## src/rtl/mmix_pkg.sv

```systemverilog
// Shared types, constants, microprogram and pulse saturation helpers of the motor mixer.
`timescale 1ns / 1ps
package mmix_pkg;

  localparam int unsigned MOTORS_DEF = 6;
  localparam int unsigned FRAC_DEF   = 13;
  localparam int unsigned AXES       = 3;

  localparam int unsigned PULSE_W    = 12;
  localparam int unsigned THR_W      = 12;
  localparam int unsigned WEIGHT_W   = 16;
  localparam int unsigned CORR_W     = 16;
  localparam int unsigned PROD_W     = WEIGHT_W + CORR_W;
  localparam int unsigned ACC_W      = PROD_W + 2;
  localparam int unsigned SUM_W      = ACC_W + 1;
  localparam int unsigned MOTOR_W    = 3;
  localparam int unsigned AXIS_W     = 2;
  localparam int unsigned MODE_W     = 2;
  localparam int unsigned ACTION_W   = 2;
  localparam int unsigned IDX_CALC_W = 5;
  localparam int unsigned CFG_IDX_W  = 2;
  localparam int unsigned PC_W       = 5;

  localparam int unsigned IN_TDATA_W  = 88;
  localparam int unsigned OUT_TDATA_W = 16;

  localparam logic [CFG_IDX_W-1:0] CFG_PULSE_MIN = 2'd0;
  localparam logic [CFG_IDX_W-1:0] CFG_PULSE_MAX = 2'd1;
  localparam logic [CFG_IDX_W-1:0] CFG_PULSE_ARM = 2'd2;

  localparam logic [PULSE_W-1:0] PULSE_MIN_RST = 12'd1000;
  localparam logic [PULSE_W-1:0] PULSE_MAX_RST = 12'd2000;
  localparam logic [PULSE_W-1:0] PULSE_ARM_RST = 12'd900;

  localparam logic [ACTION_W-1:0] ACT_MODE  = 2'd0;
  localparam logic [ACTION_W-1:0] ACT_COEF  = 2'd1;
  localparam logic [ACTION_W-1:0] ACT_MIX   = 2'd2;

  localparam logic [MODE_W-1:0] MODE_IDLE   = 2'd0;
  localparam logic [MODE_W-1:0] MODE_CAL    = 2'd1;
  localparam logic [MODE_W-1:0] MODE_ARMING = 2'd2;
  localparam logic [MODE_W-1:0] MODE_ARMED  = 2'd3;

  localparam logic [AXIS_W-1:0] AXIS_PITCH = 2'd0;
  localparam logic [AXIS_W-1:0] AXIS_ROLL  = 2'd1;
  localparam logic [AXIS_W-1:0] AXIS_YAW   = 2'd2;

  // Microprogram addresses.
  localparam logic [PC_W-1:0] STEP_IDLE     = 5'd0;
  localparam logic [PC_W-1:0] STEP_DISPATCH = 5'd1;
  localparam logic [PC_W-1:0] STEP_JT_MODE  = 5'd2;
  localparam logic [PC_W-1:0] STEP_JT_COEF  = 5'd3;
  localparam logic [PC_W-1:0] STEP_JT_MIX   = 5'd4;
  localparam logic [PC_W-1:0] STEP_JT_NONE  = 5'd5;
  localparam logic [PC_W-1:0] STEP_MODE     = 5'd6;
  localparam logic [PC_W-1:0] STEP_MODE_OUT = 5'd7;
  localparam logic [PC_W-1:0] STEP_MODE_END = 5'd8;
  localparam logic [PC_W-1:0] STEP_MIX      = 5'd9;
  localparam logic [PC_W-1:0] STEP_MUL_P    = 5'd10;
  localparam logic [PC_W-1:0] STEP_MUL_R    = 5'd11;
  localparam logic [PC_W-1:0] STEP_MUL_Y    = 5'd12;
  localparam logic [PC_W-1:0] STEP_ACC_END  = 5'd13;
  localparam logic [PC_W-1:0] STEP_SUM      = 5'd14;
  localparam logic [PC_W-1:0] STEP_MIX_OUT  = 5'd15;
  localparam logic [PC_W-1:0] STEP_MIX_END  = 5'd16;
  localparam logic [PC_W-1:0] STEP_LAST     = STEP_MIX_END;

  typedef enum logic [2:0] {
    COND_NEXT,
    COND_ALWAYS,
    COND_NO_BEAT,
    COND_SAME_MODE,
    COND_NOT_ARMED,
    COND_MORE_MOTORS,
    COND_DISPATCH
  } cond_e;

  typedef enum logic [1:0] {
    ACC_HOLD,
    ACC_LOAD,
    ACC_ADD
  } acc_e;

  typedef enum logic {
    SRC_MODE,
    SRC_MIX
  } src_e;

  typedef struct packed {
    cond_e             cond;
    logic [PC_W-1:0]   target;
    logic              in_ready;
    logic              mode_wr;
    logic              wt_wr;
    logic              motor_clr;
    logic              motor_inc;
    logic              mul_en;
    logic [AXIS_W-1:0] mul_axis;
    acc_e              acc_op;
    logic              sum_en;
    logic              out_load;
    src_e              out_src;
  } ctrl_t;

  typedef struct packed {
    logic                beat;
    logic                same_mode;
    logic                armed;
    logic                more_motors;
    logic                slot_free;
    logic [ACTION_W-1:0] action;
  } stat_t;

  function automatic ctrl_t useq_word(logic [PC_W-1:0] pc);
    ctrl_t w;
    w = '0;
    case (pc)
      STEP_IDLE: begin
        w.in_ready = 1'b1;
        w.cond     = COND_NO_BEAT;
        w.target   = STEP_IDLE;
      end
      STEP_DISPATCH: begin
        w.cond   = COND_DISPATCH;
        w.target = STEP_JT_MODE;
      end
      STEP_JT_MODE: begin
        w.cond   = COND_ALWAYS;
        w.target = STEP_MODE;
      end
      STEP_JT_COEF: begin
        w.wt_wr  = 1'b1;
        w.cond   = COND_ALWAYS;
        w.target = STEP_IDLE;
      end
      STEP_JT_MIX: begin
        w.cond   = COND_ALWAYS;
        w.target = STEP_MIX;
      end
      STEP_JT_NONE: begin
        w.cond   = COND_ALWAYS;
        w.target = STEP_IDLE;
      end
      STEP_MODE: begin
        w.mode_wr   = 1'b1;
        w.motor_clr = 1'b1;
        w.cond      = COND_SAME_MODE;
        w.target    = STEP_IDLE;
      end
      STEP_MODE_OUT: begin
        w.out_load  = 1'b1;
        w.out_src   = SRC_MODE;
        w.motor_inc = 1'b1;
        w.cond      = COND_MORE_MOTORS;
        w.target    = STEP_MODE_OUT;
      end
      STEP_MODE_END: begin
        w.cond   = COND_ALWAYS;
        w.target = STEP_IDLE;
      end
      STEP_MIX: begin
        w.motor_clr = 1'b1;
        w.cond      = COND_NOT_ARMED;
        w.target    = STEP_IDLE;
      end
      STEP_MUL_P: begin
        w.mul_en   = 1'b1;
        w.mul_axis = AXIS_PITCH;
      end
      STEP_MUL_R: begin
        w.mul_en   = 1'b1;
        w.mul_axis = AXIS_ROLL;
        w.acc_op   = ACC_LOAD;
      end
      STEP_MUL_Y: begin
        w.mul_en   = 1'b1;
        w.mul_axis = AXIS_YAW;
        w.acc_op   = ACC_ADD;
      end
      STEP_ACC_END: begin
        w.acc_op = ACC_ADD;
      end
      STEP_SUM: begin
        w.sum_en = 1'b1;
      end
      STEP_MIX_OUT: begin
        w.out_load  = 1'b1;
        w.out_src   = SRC_MIX;
        w.motor_inc = 1'b1;
        w.cond      = COND_MORE_MOTORS;
        w.target    = STEP_MUL_P;
      end
      STEP_MIX_END: begin
        w.cond   = COND_ALWAYS;
        w.target = STEP_IDLE;
      end
      default: begin
        w.cond   = COND_ALWAYS;
        w.target = STEP_IDLE;
      end
    endcase
    return w;
  endfunction

  // Clamp a signed value to lo..hi, testing the low bound first.
  function automatic logic [PULSE_W-1:0] sat_pulse(logic signed [SUM_W-1:0] x,
                                                   logic [PULSE_W-1:0] lo,
                                                   logic [PULSE_W-1:0] hi);
    logic signed [SUM_W-1:0] lo_s;
    logic signed [SUM_W-1:0] hi_s;
    logic [PULSE_W-1:0]      r;
    lo_s = $signed({{(SUM_W-PULSE_W){1'b0}}, lo});
    hi_s = $signed({{(SUM_W-PULSE_W){1'b0}}, hi});
    if (x < lo_s) begin
      r = lo;
    end else if (x > hi_s) begin
      r = hi;
    end else begin
      r = x[PULSE_W-1:0];
    end
    return r;
  endfunction

  // A pulse that is neither zero nor the arming pulse is clamped once more.
  function automatic logic [PULSE_W-1:0] final_pulse(logic [PULSE_W-1:0] p,
                                                     logic [PULSE_W-1:0] lo,
                                                     logic [PULSE_W-1:0] hi,
                                                     logic [PULSE_W-1:0] arm);
    logic [PULSE_W-1:0] r;
    if (p != '0 && p != arm) begin
      r = sat_pulse($signed({{(SUM_W-PULSE_W){1'b0}}, p}), lo, hi);
    end else begin
      r = p;
    end
    return r;
  endfunction

endpackage

```

## src/rtl/mmix_useq.sv

```systemverilog
// Microcode sequencer of the motor mixer: step counter, control store and jump logic.
`timescale 1ns / 1ps
module mmix_useq (
  input  logic            clk_i,
  input  logic            rst_ni,
  input  mmix_pkg::stat_t stat_i,
  output mmix_pkg::ctrl_t ctrl_o
);
  import mmix_pkg::*;

  logic [PC_W-1:0] pc_q;
  logic [PC_W-1:0] pc_d;
  ctrl_t           word;
  logic            stall;
  logic            take;

  assign word  = useq_word(pc_q);
  assign stall = word.out_load && !stat_i.slot_free;

  // A stalled step repeats with its side effects held back.
  always_comb begin
    ctrl_o = word;
    if (stall) begin
      ctrl_o.out_load  = 1'b0;
      ctrl_o.motor_inc = 1'b0;
    end
  end

  always_comb begin
    case (word.cond)
      COND_NEXT:        take = 1'b0;
      COND_ALWAYS:      take = 1'b1;
      COND_NO_BEAT:     take = !stat_i.beat;
      COND_SAME_MODE:   take = stat_i.same_mode;
      COND_NOT_ARMED:   take = !stat_i.armed;
      COND_MORE_MOTORS: take = stat_i.more_motors;
      COND_DISPATCH:    take = 1'b1;
      default:          take = 1'b1;
    endcase
    if (stall) begin
      pc_d = pc_q;
    end else if (word.cond == COND_DISPATCH) begin
      pc_d = word.target + PC_W'(stat_i.action);
    end else if (take) begin
      pc_d = word.target;
    end else begin
      pc_d = pc_q + PC_W'(1);
    end
  end

  always_ff @(posedge clk_i or negedge rst_ni) begin
    if (!rst_ni) begin
      pc_q <= STEP_IDLE;
    end else begin
      pc_q <= pc_d;
    end
  end

  a_pc_range: assert property (@(posedge clk_i) disable iff (!rst_ni)
    pc_q <= STEP_LAST)
    else $error("step counter left the control store");

  a_stall_hold: assert property (@(posedge clk_i) disable iff (!rst_ni)
    stall |=> pc_q == $past(pc_q))
    else $error("step advanced during an output stall");

  a_beat_dispatch: assert property (@(posedge clk_i) disable iff (!rst_ni)
    stat_i.beat |=> pc_q == STEP_DISPATCH)
    else $error("accepted beat not followed by dispatch");

endmodule

```

## src/rtl/mmix_datapath.sv

```systemverilog
// Datapath of the motor mixer: item capture, weight table, multiply-accumulate, saturation.
`timescale 1ns / 1ps
module mmix_datapath #(
  parameter int unsigned Motors         = mmix_pkg::MOTORS_DEF,
  parameter int unsigned WeightFracBits = mmix_pkg::FRAC_DEF
) (
  input  logic                                 clk_i,
  input  logic                                 rst_ni,
  input  mmix_pkg::ctrl_t                      ctrl_i,
  output mmix_pkg::stat_t                      stat_o,
  input  logic                                 cfg_we_i,
  input  logic [mmix_pkg::CFG_IDX_W-1:0]       cfg_idx_i,
  input  logic [mmix_pkg::PULSE_W-1:0]         cfg_data_i,
  input  logic                                 in_valid_i,
  input  logic [mmix_pkg::ACTION_W-1:0]        action_i,
  input  logic [mmix_pkg::MODE_W-1:0]          new_mode_i,
  input  logic [mmix_pkg::MOTOR_W-1:0]         motor_index_i,
  input  logic [mmix_pkg::AXIS_W-1:0]          axis_index_i,
  input  logic signed [mmix_pkg::WEIGHT_W-1:0] coefficient_i,
  input  logic [mmix_pkg::THR_W-1:0]           throttle_i,
  input  logic signed [mmix_pkg::CORR_W-1:0]   pitch_correction_i,
  input  logic signed [mmix_pkg::CORR_W-1:0]   roll_correction_i,
  input  logic signed [mmix_pkg::CORR_W-1:0]   yaw_correction_i,
  input  logic                                 out_ready_i,
  output logic                                 out_valid_o,
  output logic [mmix_pkg::MOTOR_W-1:0]         motor_number_o,
  output logic [mmix_pkg::PULSE_W-1:0]         pulse_width_o,
  output logic                                 outputs_enabled_o,
  output logic                                 last_o
);
  import mmix_pkg::*;

  localparam int unsigned WtDepth = Motors * AXES;
  localparam int unsigned WtIdxW  = $clog2(WtDepth);

  logic [PULSE_W-1:0] pulse_min_q;
  logic [PULSE_W-1:0] pulse_max_q;
  logic [PULSE_W-1:0] pulse_arm_q;

  logic [ACTION_W-1:0]        action_q;
  logic [MODE_W-1:0]          new_mode_q;
  logic [MOTOR_W-1:0]         motor_index_q;
  logic [AXIS_W-1:0]          axis_index_q;
  logic signed [WEIGHT_W-1:0] coefficient_q;
  logic [THR_W-1:0]           throttle_q;
  logic signed [CORR_W-1:0]   pitch_q;
  logic signed [CORR_W-1:0]   roll_q;
  logic signed [CORR_W-1:0]   yaw_q;

  logic [MODE_W-1:0]          mode_q;
  logic signed [WEIGHT_W-1:0] wt_q [WtDepth];
  logic [MOTOR_W-1:0]         motor_q;
  logic signed [PROD_W-1:0]   prod_q;
  logic signed [ACC_W-1:0]    acc_q;
  logic [PULSE_W-1:0]         mix_q;

  logic                 out_valid_q;
  logic [MOTOR_W-1:0]   out_motor_q;
  logic [PULSE_W-1:0]   out_pulse_q;
  logic                 out_en_q;
  logic                 out_last_q;

  logic                       beat;
  logic                       slot_free;
  logic                       more_motors;
  logic [IDX_CALC_W-1:0]      rd_full;
  logic [IDX_CALC_W-1:0]      wr_full;
  logic                       wr_ok;
  logic signed [WEIGHT_W-1:0] weight;
  logic signed [CORR_W-1:0]   corr;
  logic signed [ACC_W-1:0]    shifted;
  logic signed [SUM_W-1:0]    sum;
  logic [PULSE_W-1:0]         mode_pulse;
  logic [PULSE_W-1:0]         raw_pulse;

  assign beat        = in_valid_i && ctrl_i.in_ready;
  assign slot_free   = !out_valid_q || out_ready_i;
  assign more_motors = motor_q != MOTOR_W'(Motors - 1);

  assign stat_o.beat        = beat;
  assign stat_o.same_mode   = new_mode_q == mode_q;
  assign stat_o.armed       = mode_q == MODE_ARMED;
  assign stat_o.more_motors = more_motors;
  assign stat_o.slot_free   = slot_free;
  assign stat_o.action      = action_q;

  assign rd_full = IDX_CALC_W'(motor_q) * IDX_CALC_W'(AXES) + IDX_CALC_W'(ctrl_i.mul_axis);
  assign wr_full = IDX_CALC_W'(motor_index_q) * IDX_CALC_W'(AXES)
                 + IDX_CALC_W'(axis_index_q);
  assign wr_ok   = ({1'b0, motor_index_q} < (MOTOR_W + 1)'(Motors))
                && (IDX_CALC_W'(axis_index_q) < IDX_CALC_W'(AXES));
  assign weight  = wt_q[rd_full[WtIdxW-1:0]];

  always_comb begin
    case (ctrl_i.mul_axis)
      AXIS_PITCH: corr = pitch_q;
      AXIS_ROLL:  corr = roll_q;
      default:    corr = yaw_q;
    endcase
  end

  assign shifted = acc_q >>> WeightFracBits;
  assign sum     = $signed({{(SUM_W-THR_W){1'b0}}, throttle_q})
                 + $signed({shifted[ACC_W-1], shifted});

  always_comb begin
    case (new_mode_q)
      MODE_ARMING: mode_pulse = pulse_arm_q;
      MODE_ARMED:  mode_pulse = pulse_min_q;
      default:     mode_pulse = '0;
    endcase
  end

  assign raw_pulse = (ctrl_i.out_src == SRC_MIX) ? mix_q : mode_pulse;

  always_ff @(posedge clk_i or negedge rst_ni) begin
    if (!rst_ni) begin
      pulse_min_q <= PULSE_MIN_RST;
      pulse_max_q <= PULSE_MAX_RST;
      pulse_arm_q <= PULSE_ARM_RST;
    end else if (cfg_we_i) begin
      case (cfg_idx_i)
        CFG_PULSE_MIN: pulse_min_q <= cfg_data_i;
        CFG_PULSE_MAX: pulse_max_q <= cfg_data_i;
        CFG_PULSE_ARM: pulse_arm_q <= cfg_data_i;
        default: ;
      endcase
    end
  end

  always_ff @(posedge clk_i) begin
    if (beat) begin
      action_q      <= action_i;
      new_mode_q    <= new_mode_i;
      motor_index_q <= motor_index_i;
      axis_index_q  <= axis_index_i;
      coefficient_q <= coefficient_i;
      throttle_q    <= throttle_i;
      pitch_q       <= pitch_correction_i;
      roll_q        <= roll_correction_i;
      yaw_q         <= yaw_correction_i;
    end
    if (ctrl_i.mul_en) begin
      prod_q <= weight * corr;
    end
    case (ctrl_i.acc_op)
      ACC_LOAD: acc_q <= $signed({{(ACC_W-PROD_W){prod_q[PROD_W-1]}}, prod_q});
      ACC_ADD:  acc_q <= acc_q + $signed({{(ACC_W-PROD_W){prod_q[PROD_W-1]}}, prod_q});
      default:  ;
    endcase
    if (ctrl_i.sum_en) begin
      mix_q <= sat_pulse(sum, pulse_min_q, pulse_max_q);
    end
    if (ctrl_i.out_load) begin
      out_motor_q <= motor_q;
      out_pulse_q <= final_pulse(raw_pulse, pulse_min_q, pulse_max_q, pulse_arm_q);
      out_en_q    <= (mode_q == MODE_ARMING) || (mode_q == MODE_ARMED);
      out_last_q  <= !more_motors;
    end
  end

  always_ff @(posedge clk_i or negedge rst_ni) begin
    if (!rst_ni) begin
      mode_q      <= MODE_IDLE;
      motor_q     <= '0;
      out_valid_q <= 1'b0;
      for (int i = 0; i < WtDepth; i++) begin
        wt_q[i] <= '0;
      end
    end else begin
      if (ctrl_i.mode_wr && new_mode_q != mode_q) begin
        mode_q <= new_mode_q;
      end
      if (ctrl_i.wt_wr && wr_ok) begin
        wt_q[wr_full[WtIdxW-1:0]] <= coefficient_q;
      end
      if (ctrl_i.motor_clr) begin
        motor_q <= '0;
      end else if (ctrl_i.motor_inc && more_motors) begin
        motor_q <= motor_q + MOTOR_W'(1);
      end
      if (ctrl_i.out_load) begin
        out_valid_q <= 1'b1;
      end else if (out_ready_i) begin
        out_valid_q <= 1'b0;
      end
    end
  end

  assign out_valid_o       = out_valid_q;
  assign motor_number_o    = out_motor_q;
  assign pulse_width_o     = out_pulse_q;
  assign outputs_enabled_o = out_en_q;
  assign last_o            = out_last_q;

  a_motor_range: assert property (@(posedge clk_i) disable iff (!rst_ni)
    motor_q <= MOTOR_W'(Motors - 1))
    else $error("motor counter beyond the last motor");

  a_load_free: assert property (@(posedge clk_i) disable iff (!rst_ni)
    ctrl_i.out_load |-> slot_free)
    else $error("output register overwritten while full");

  a_mode_write: assert property (@(posedge clk_i) disable iff (!rst_ni)
    ctrl_i.mode_wr |=> mode_q == $past(new_mode_q))
    else $error("mode register missed a mode change");

endmodule

```

## src/rtl/multirotor_motor_mixer.sv

```systemverilog
// Top level of the motor mixer: stream ports, configuration port, sequencer and datapath.
// A mode change beat gives its results one per cycle while the output is taken, and the
// block returns to idle, ready again, after the last one. A mix update runs per motor
// through three multiplies on one multiplier, accumulate, sum and load. A coefficient write,
// an unused action, a repeated mode and a mix while not armed return to idle without output.
// Reset clears the mode to idle, the weight table to zero and loads the default pulse limits;
// no clearing pass follows.
`timescale 1ns / 1ps
module multirotor_motor_mixer #(
  parameter int unsigned Motors         = mmix_pkg::MOTORS_DEF,
  parameter int unsigned WeightFracBits = mmix_pkg::FRAC_DEF
) (
  input  logic                                clk_i,
  input  logic                                rst_ni,
  input  logic                                cfg_we_i,
  input  logic [mmix_pkg::CFG_IDX_W-1:0]      cfg_idx_i,
  input  logic [mmix_pkg::PULSE_W-1:0]        cfg_data_i,
  input  logic                                s_axis_tvalid,
  output logic                                s_axis_tready,
  // new_mode, motor_index, axis_index, coefficient, throttle, pitch, roll, yaw corrections
  input  logic [mmix_pkg::IN_TDATA_W-1:0]     s_axis_tdata,
  // action
  input  logic [mmix_pkg::ACTION_W-1:0]       s_axis_tuser,
  output logic                                m_axis_tvalid,
  input  logic                                m_axis_tready,
  // motor_number, pulse_width
  output logic [mmix_pkg::OUT_TDATA_W-1:0]    m_axis_tdata,
  // outputs_enabled
  output logic                                m_axis_tuser,
  output logic                                m_axis_tlast
);
  import mmix_pkg::*;

  ctrl_t              ctrl;
  stat_t              stat;
  logic [MOTOR_W-1:0] motor_number;
  logic [PULSE_W-1:0] pulse_width;

  mmix_useq u_useq (
    .clk_i  (clk_i),
    .rst_ni (rst_ni),
    .stat_i (stat),
    .ctrl_o (ctrl)
  );

  mmix_datapath #(
    .Motors         (Motors),
    .WeightFracBits (WeightFracBits)
  ) u_datapath (
    .clk_i              (clk_i),
    .rst_ni             (rst_ni),
    .ctrl_i             (ctrl),
    .stat_o             (stat),
    .cfg_we_i           (cfg_we_i),
    .cfg_idx_i          (cfg_idx_i),
    .cfg_data_i         (cfg_data_i),
    .in_valid_i         (s_axis_tvalid),
    .action_i           (s_axis_tuser),
    .new_mode_i         (s_axis_tdata[1:0]),
    .motor_index_i      (s_axis_tdata[4:2]),
    .axis_index_i       (s_axis_tdata[6:5]),
    .coefficient_i      ($signed(s_axis_tdata[22:7])),
    .throttle_i         (s_axis_tdata[34:23]),
    .pitch_correction_i ($signed(s_axis_tdata[50:35])),
    .roll_correction_i  ($signed(s_axis_tdata[66:51])),
    .yaw_correction_i   ($signed(s_axis_tdata[82:67])),
    .out_ready_i        (m_axis_tready),
    .out_valid_o        (m_axis_tvalid),
    .motor_number_o     (motor_number),
    .pulse_width_o      (pulse_width),
    .outputs_enabled_o  (m_axis_tuser),
    .last_o             (m_axis_tlast)
  );

  assign s_axis_tready = ctrl.in_ready;
  assign m_axis_tdata  = {{(OUT_TDATA_W-PULSE_W-MOTOR_W){1'b0}}, pulse_width, motor_number};

endmodule

```

## config.mk

```make
export PLATFORM = sky130hd
export DESIGN_NAME = multirotor_motor_mixer
export DESIGN_NICKNAME = d
export VERILOG_FILES = /design/src/rtl/mmix_pkg.sv /design/src/rtl/mmix_useq.sv /design/src/rtl/mmix_datapath.sv /design/src/rtl/multirotor_motor_mixer.sv
export SDC_FILE = /design/constraint.sdc
export NUM_CORES = 2
export LEC_CHECK = 0
export BUFFER_PORTS_ARGS = -buffer_cell sky130_fd_sc_hd__buf_2
export CAP_MARGIN = 0
export CELL_PAD_IN_SITES_DETAIL_PLACEMENT = 1
export CELL_PAD_IN_SITES_GLOBAL_PLACEMENT = 1
export CORE_ASPECT_RATIO = 1.4
export CORE_MARGIN = 2
export CORE_UTILIZATION = 46
export DETAILED_ROUTE_END_ITERATION = 8
export PLACE_DENSITY_LB_ADDON = 0.1
export SLEW_MARGIN = 20
export SYNTH_ARGS = -nofsm -noshare
export SYNTH_HDL_FRONTEND = slang
export SYNTH_HIERARCHICAL = 1
export SYNTH_SLANG_ARGS = --single-unit
```

## constraint.sdc

```tcl
create_clock -name clk_i -period 11.3 [get_ports clk_i]
set_input_delay 1.13 -clock clk_i [delete_from_list [all_inputs] [get_ports clk_i]]
set_output_delay 1.13 -clock clk_i [all_outputs]
set_load 0.1 [all_outputs]
```

## Yosys cells after proc, flatten, opt, wreduce, memory -nomap -nowiden

Cells that the tools add are included.

| word-level totals | value |
|---|---|
| output and inout port bits | 20 |
| register bits after elaboration | 515 |

| cells by class | value |
|---|---|
| bitwise logic cells | 2 |
| multipliers | 3 |
| reductions and logical operators | 30 |
| add/subtract/negate cells | 7 |
| multiplexer cells | 34 |
| magnitude comparators | 9 |
| eq/ne operators | 31 |

Operators by type and width:

| kind | count |
|---|---|
| $bwmux W288 | 1 |
| $bmux W16 S5 | 1 |
| $demux W16 S5 | 1 |
| $mux W12 | 6 |
| $pmux W8 S9 | 1 |
| $pmux W34 S2 | 1 |
| $mux W16 | 3 |
| $eq A5 B4 Y1 const B | 7 |
| $gt A35 B13 Y1 | 1 |
| $lt A35 B13 Y1 | 1 |
| $add A34 B32 Y34 | 1 |
| $mul A16 B16 Y32 | 1 |
| $pmux W16 S2 | 1 |
| $pmux W12 S2 | 1 |
| $add A13 B21 Y22 | 1 |
| $add A5 B2 Y5 | 3 |
| $eq A5 B3 Y1 const B | 3 |
| $eq A2 B2 Y1 const B | 6 |
| $ge A6 B6 Y1 const B | 2 |
| $gt A12 B12 Y1 | 1 |
| $lt A12 B12 Y1 | 1 |
| $ne A12 B12 Y1 | 1 |
| $not A5 Y6 | 2 |
| $reduce_bool A12 Y1 | 1 |
| other kinds (30) | 68 |

## Longest topological paths before layout

| depth | value |
|---|---|
| depth after elaboration | 8 |
| gate-level depth with buffers | 43 |
| mapped depth without buffers | 39 |

## By module

The synthesis kept the hierarchy.

Modules (own cells, without submodules):

| module | sequential area each (sq um) | area each (sq um) | cells an instance | times used |
|---|---|---|---|---|
| mmix_datapath | 13,683.1 | 35,211.3 | 2,995 | 1 |
| mmix_useq | 125.1 | 848.3 | 102 | 1 |
| multirotor_motor_mixer | 0.0 | 11.3 | 2 | 1 |

## Least setup slack after synthesis

No wires, ideal clock.

| path | value |
|---|---|
| kind | reg2reg |
| from | reg u_useq.pc_q[0] |
| to | reg u_datapath.prod_q[31], data pin |
| cell stages (with the launch flop) | 42 |
| data required time | 11.036 ns |
| setup slack | 0.189 ns |
| arrival time | 10.847 ns |
| period minus slack after synthesis | 11.111 ns |
| cells stage by stage | dfrtp_1 > inv_1 > ha_1 > nand2_1 > nor2_1 > clkbuf_1 > clkbuf_1 > inv_1 > fa_1 > inv_1 > ha_1 > inv_1 > fa_1 > xor2_1 > clkbuf_1 > buf_2 > mux4_2 > a21oi_1 > (+6 left out) > inv_1 > fa_1 > fa_1 > inv_1 > fa_1 > inv_1 > ha_1 > a21o_1 > a21o_1 > a211o_1 > a21oi_1 > o21ai_0 > a211o_1 > a211o_1 > a211oi_1 > nor3b_1 > a211oi_1 > xnor2_1 |

RTL lines:

| element | RTL line | source |
|---|---|---|
| from (decl) | mmix_useq.sv:11 | `logic [PC_W-1:0] pc_q;` |
| from (signal assigned) | mmix_useq.sv:55 | `pc_q <= pc_d;` |
| to (signal assigned) | mmix_datapath.sv:144 | `prod_q <= weight * corr;` |
| to (decl) | mmix_datapath.sv:53 | `logic signed [PROD_W-1:0] prod_q;` |

==> impl_metrics.toml <==
[outcome]
status = "complete, no violations"

[critical_path]
required_ns = 11.68
crit_slowest_cell = "ha_2"
r2r-start = "u_useq/pc_q[0]"
cp_max_fo = 33
worstPathArrival_ns = 11.07
max_stage_delay_ns = 0.56
cp-end-kind = "flop"
crit_path_start_kind = "flop"
critPathKind = "flop to flop"
crit_top_cell = "inv_1"
critPathLaunch = "u_useq/pc_q[0]"

[logic_synthesis]
syn_inst = 3097
syn_avg_cell_area_sq_um = 11.6
syn_area_sq_um = 36100
synth-warning-count = 6
syn-num-nets = 3668

[grt]
grtUsageTotal_pct = 25.2
grt_pass1_wl_mm = 156
antenna_found_initial = 0
grt_overflow = 0
grt_pass1_vias = 27500
grt_max_degree = 199

[die]
rows = 121
die_h_um = 335
coreArea_sq_um = 77700
dieWidth_um = 241
start_util_pct = 46.4
io_pins = 129
dieArea_sq_um = 80700

[route]
wl_mm = 98.7
vias_per_cell = 5.55
first_pass_iters = 4
detail-route-antenna-nets = 0
drc = 0
drt_iter0_drc = 924
route.detailed.wl_per_inst_um = 22.9
num_vias = 23900

[cts]
clockBufferDepth = 3
clock_sinks = 515
root_buffer = "clkbuf_16"
cts-hold-fix-buffers = 0
htreeDepth = 2
numCtsBuffers = 53
insertion_delay_ns = 0.64
ctsResizeCount = 0
postCtsSetupRepairBufs = 0
path_clk_slew_ns = 0.06
cts_tree = "yes"

[sta]
slew_headroom_pct = 26.0
timing.final.crit_share_pct = 94.6
max_freq_ghz = 0.0935
finalMaxSlewViolations = 0
worst_pin_slew_ns = 1.11
skew_ns = 0.0164
fin_crit_ns = 10.69
setup_viol = 0
finalSetupTns_ns = 0
finalHoldViolCount = 0
rsz0062_at_grt = "false"

[finish]
fillers = 8131
area_delta_synth_final_pct = 11.0
num_antenna_cells = 0
fin_cells = 4313
drive_above_1_share_pct = 23.6
nets = 3794

[flow_run]
drv_cap = 0

[placement]
io_buffer_count = 122
dp_hpwl_mm = 74.1
gp_congestion = 0.913
dp.cells = 4212

[worst_hold_path]
hold_path_class = "input pin to async pin"
[per-layer routing]
metal | GRT usage (%) | wire [um]
met1 | 28.4 | 38200
met4 | 9.20 | 3760
met5 | 0 | 0
met3 | 2.49 | 2650
met2 | 48.5 | 54100
[area by class of cell]
cell class                 instances  area, sq um  area share, %
clock buffer                      71         1550           3.86
inverter                         414         1550           3.88
tap                             1045         1310           3.27
clock inverter                    29          234          0.585
timing repair buffer             197         1270           3.17
multi-input combinational       2042        20300           50.7
sequential                       515        13800           34.5
[worst max-delay path, delay by kind of cell, from the launching register on]
kind / cells / cell delay (ns)
muxes: 2 / 1.00
xor gates and xnor gates: 1 / 0.10
and+or+nand+nor: 4 / 0.49
adders and majority gates: 10 / 4.86
DFF: 1 / 0.46
buffers and inverters: 9 / 0.91
AOI/OAI and AO/OA: 10 / 2.55
[per-stage QoR]
step	hold WS, ns	util, %	instance area (sq um)	worst slack (ns)
final	0.414	51.5	40000	0.609
after global routing	0.414	51.5	40000	0.0431
after CTS	0.385	51.4	40000	0.208
after detailed placement	0.488	49.2	38200	0.230
after global placement	0.481	49.2	38200	0.500
after floorplan	0.474	-	36100	0.189
[sequential cells by signal (all words and copies together), names as in the netlist, 5 cells and up]
register,flops
u_datapath/pitch_q,16
u_datapath/throttle_q,12
u_datapath/pulse_arm_q,12
u_useq/pc_q,5
u_datapath/pulse_max_q,12
u_datapath/mix_q,12
u_datapath/acc_q,34
u_datapath/yaw_q,16
u_datapath/wt_q,288
u_datapath/prod_q,32
u_datapath/pulse_min_q,12
u_datapath/coefficient_q,16
u_datapath/pulse_width_o,12
u_datapath/roll_q,16
[cells in the final DEF (no fill, tap or decap), types with 33 or more instances in the layout]
master,instances
a21o_1,43
a21oi_1,107
buf_2,121
buf_4,68
clkbuf_16,55
dfrtp_1,319
edfxtp_1,180
fa_1,269
ha_1,191
inv_1,413
mux2_2,344
mux2i_1,57
mux4_2,74
nand2_1,194
nand2b_1,33
nor2_1,190
o21ai_0,107
xnor2_1,57
[final timing paths]
path / slack (ns) / to / cells after the start
worst max-delay path: 0.61 / u_datapath/prod_q[31] / 36
worst min-delay path: 0.41 / u_datapath/pulse_max_q[5] / 1
worst max register to register: 0.61 / u_datapath/prod_q[31] / 36
worst min register to register: 0.50 / u_datapath/wt_q[233] / 1
max in group asynchronous: 8.67 / u_datapath/wt_q[6] / 4
min in group clk_i: 0.50 / u_datapath/wt_q[233] / 1
Power is left out: the tool's default activity adds up to more than one toggle a clock period on the data nets, which glitch-free logic cannot reach.
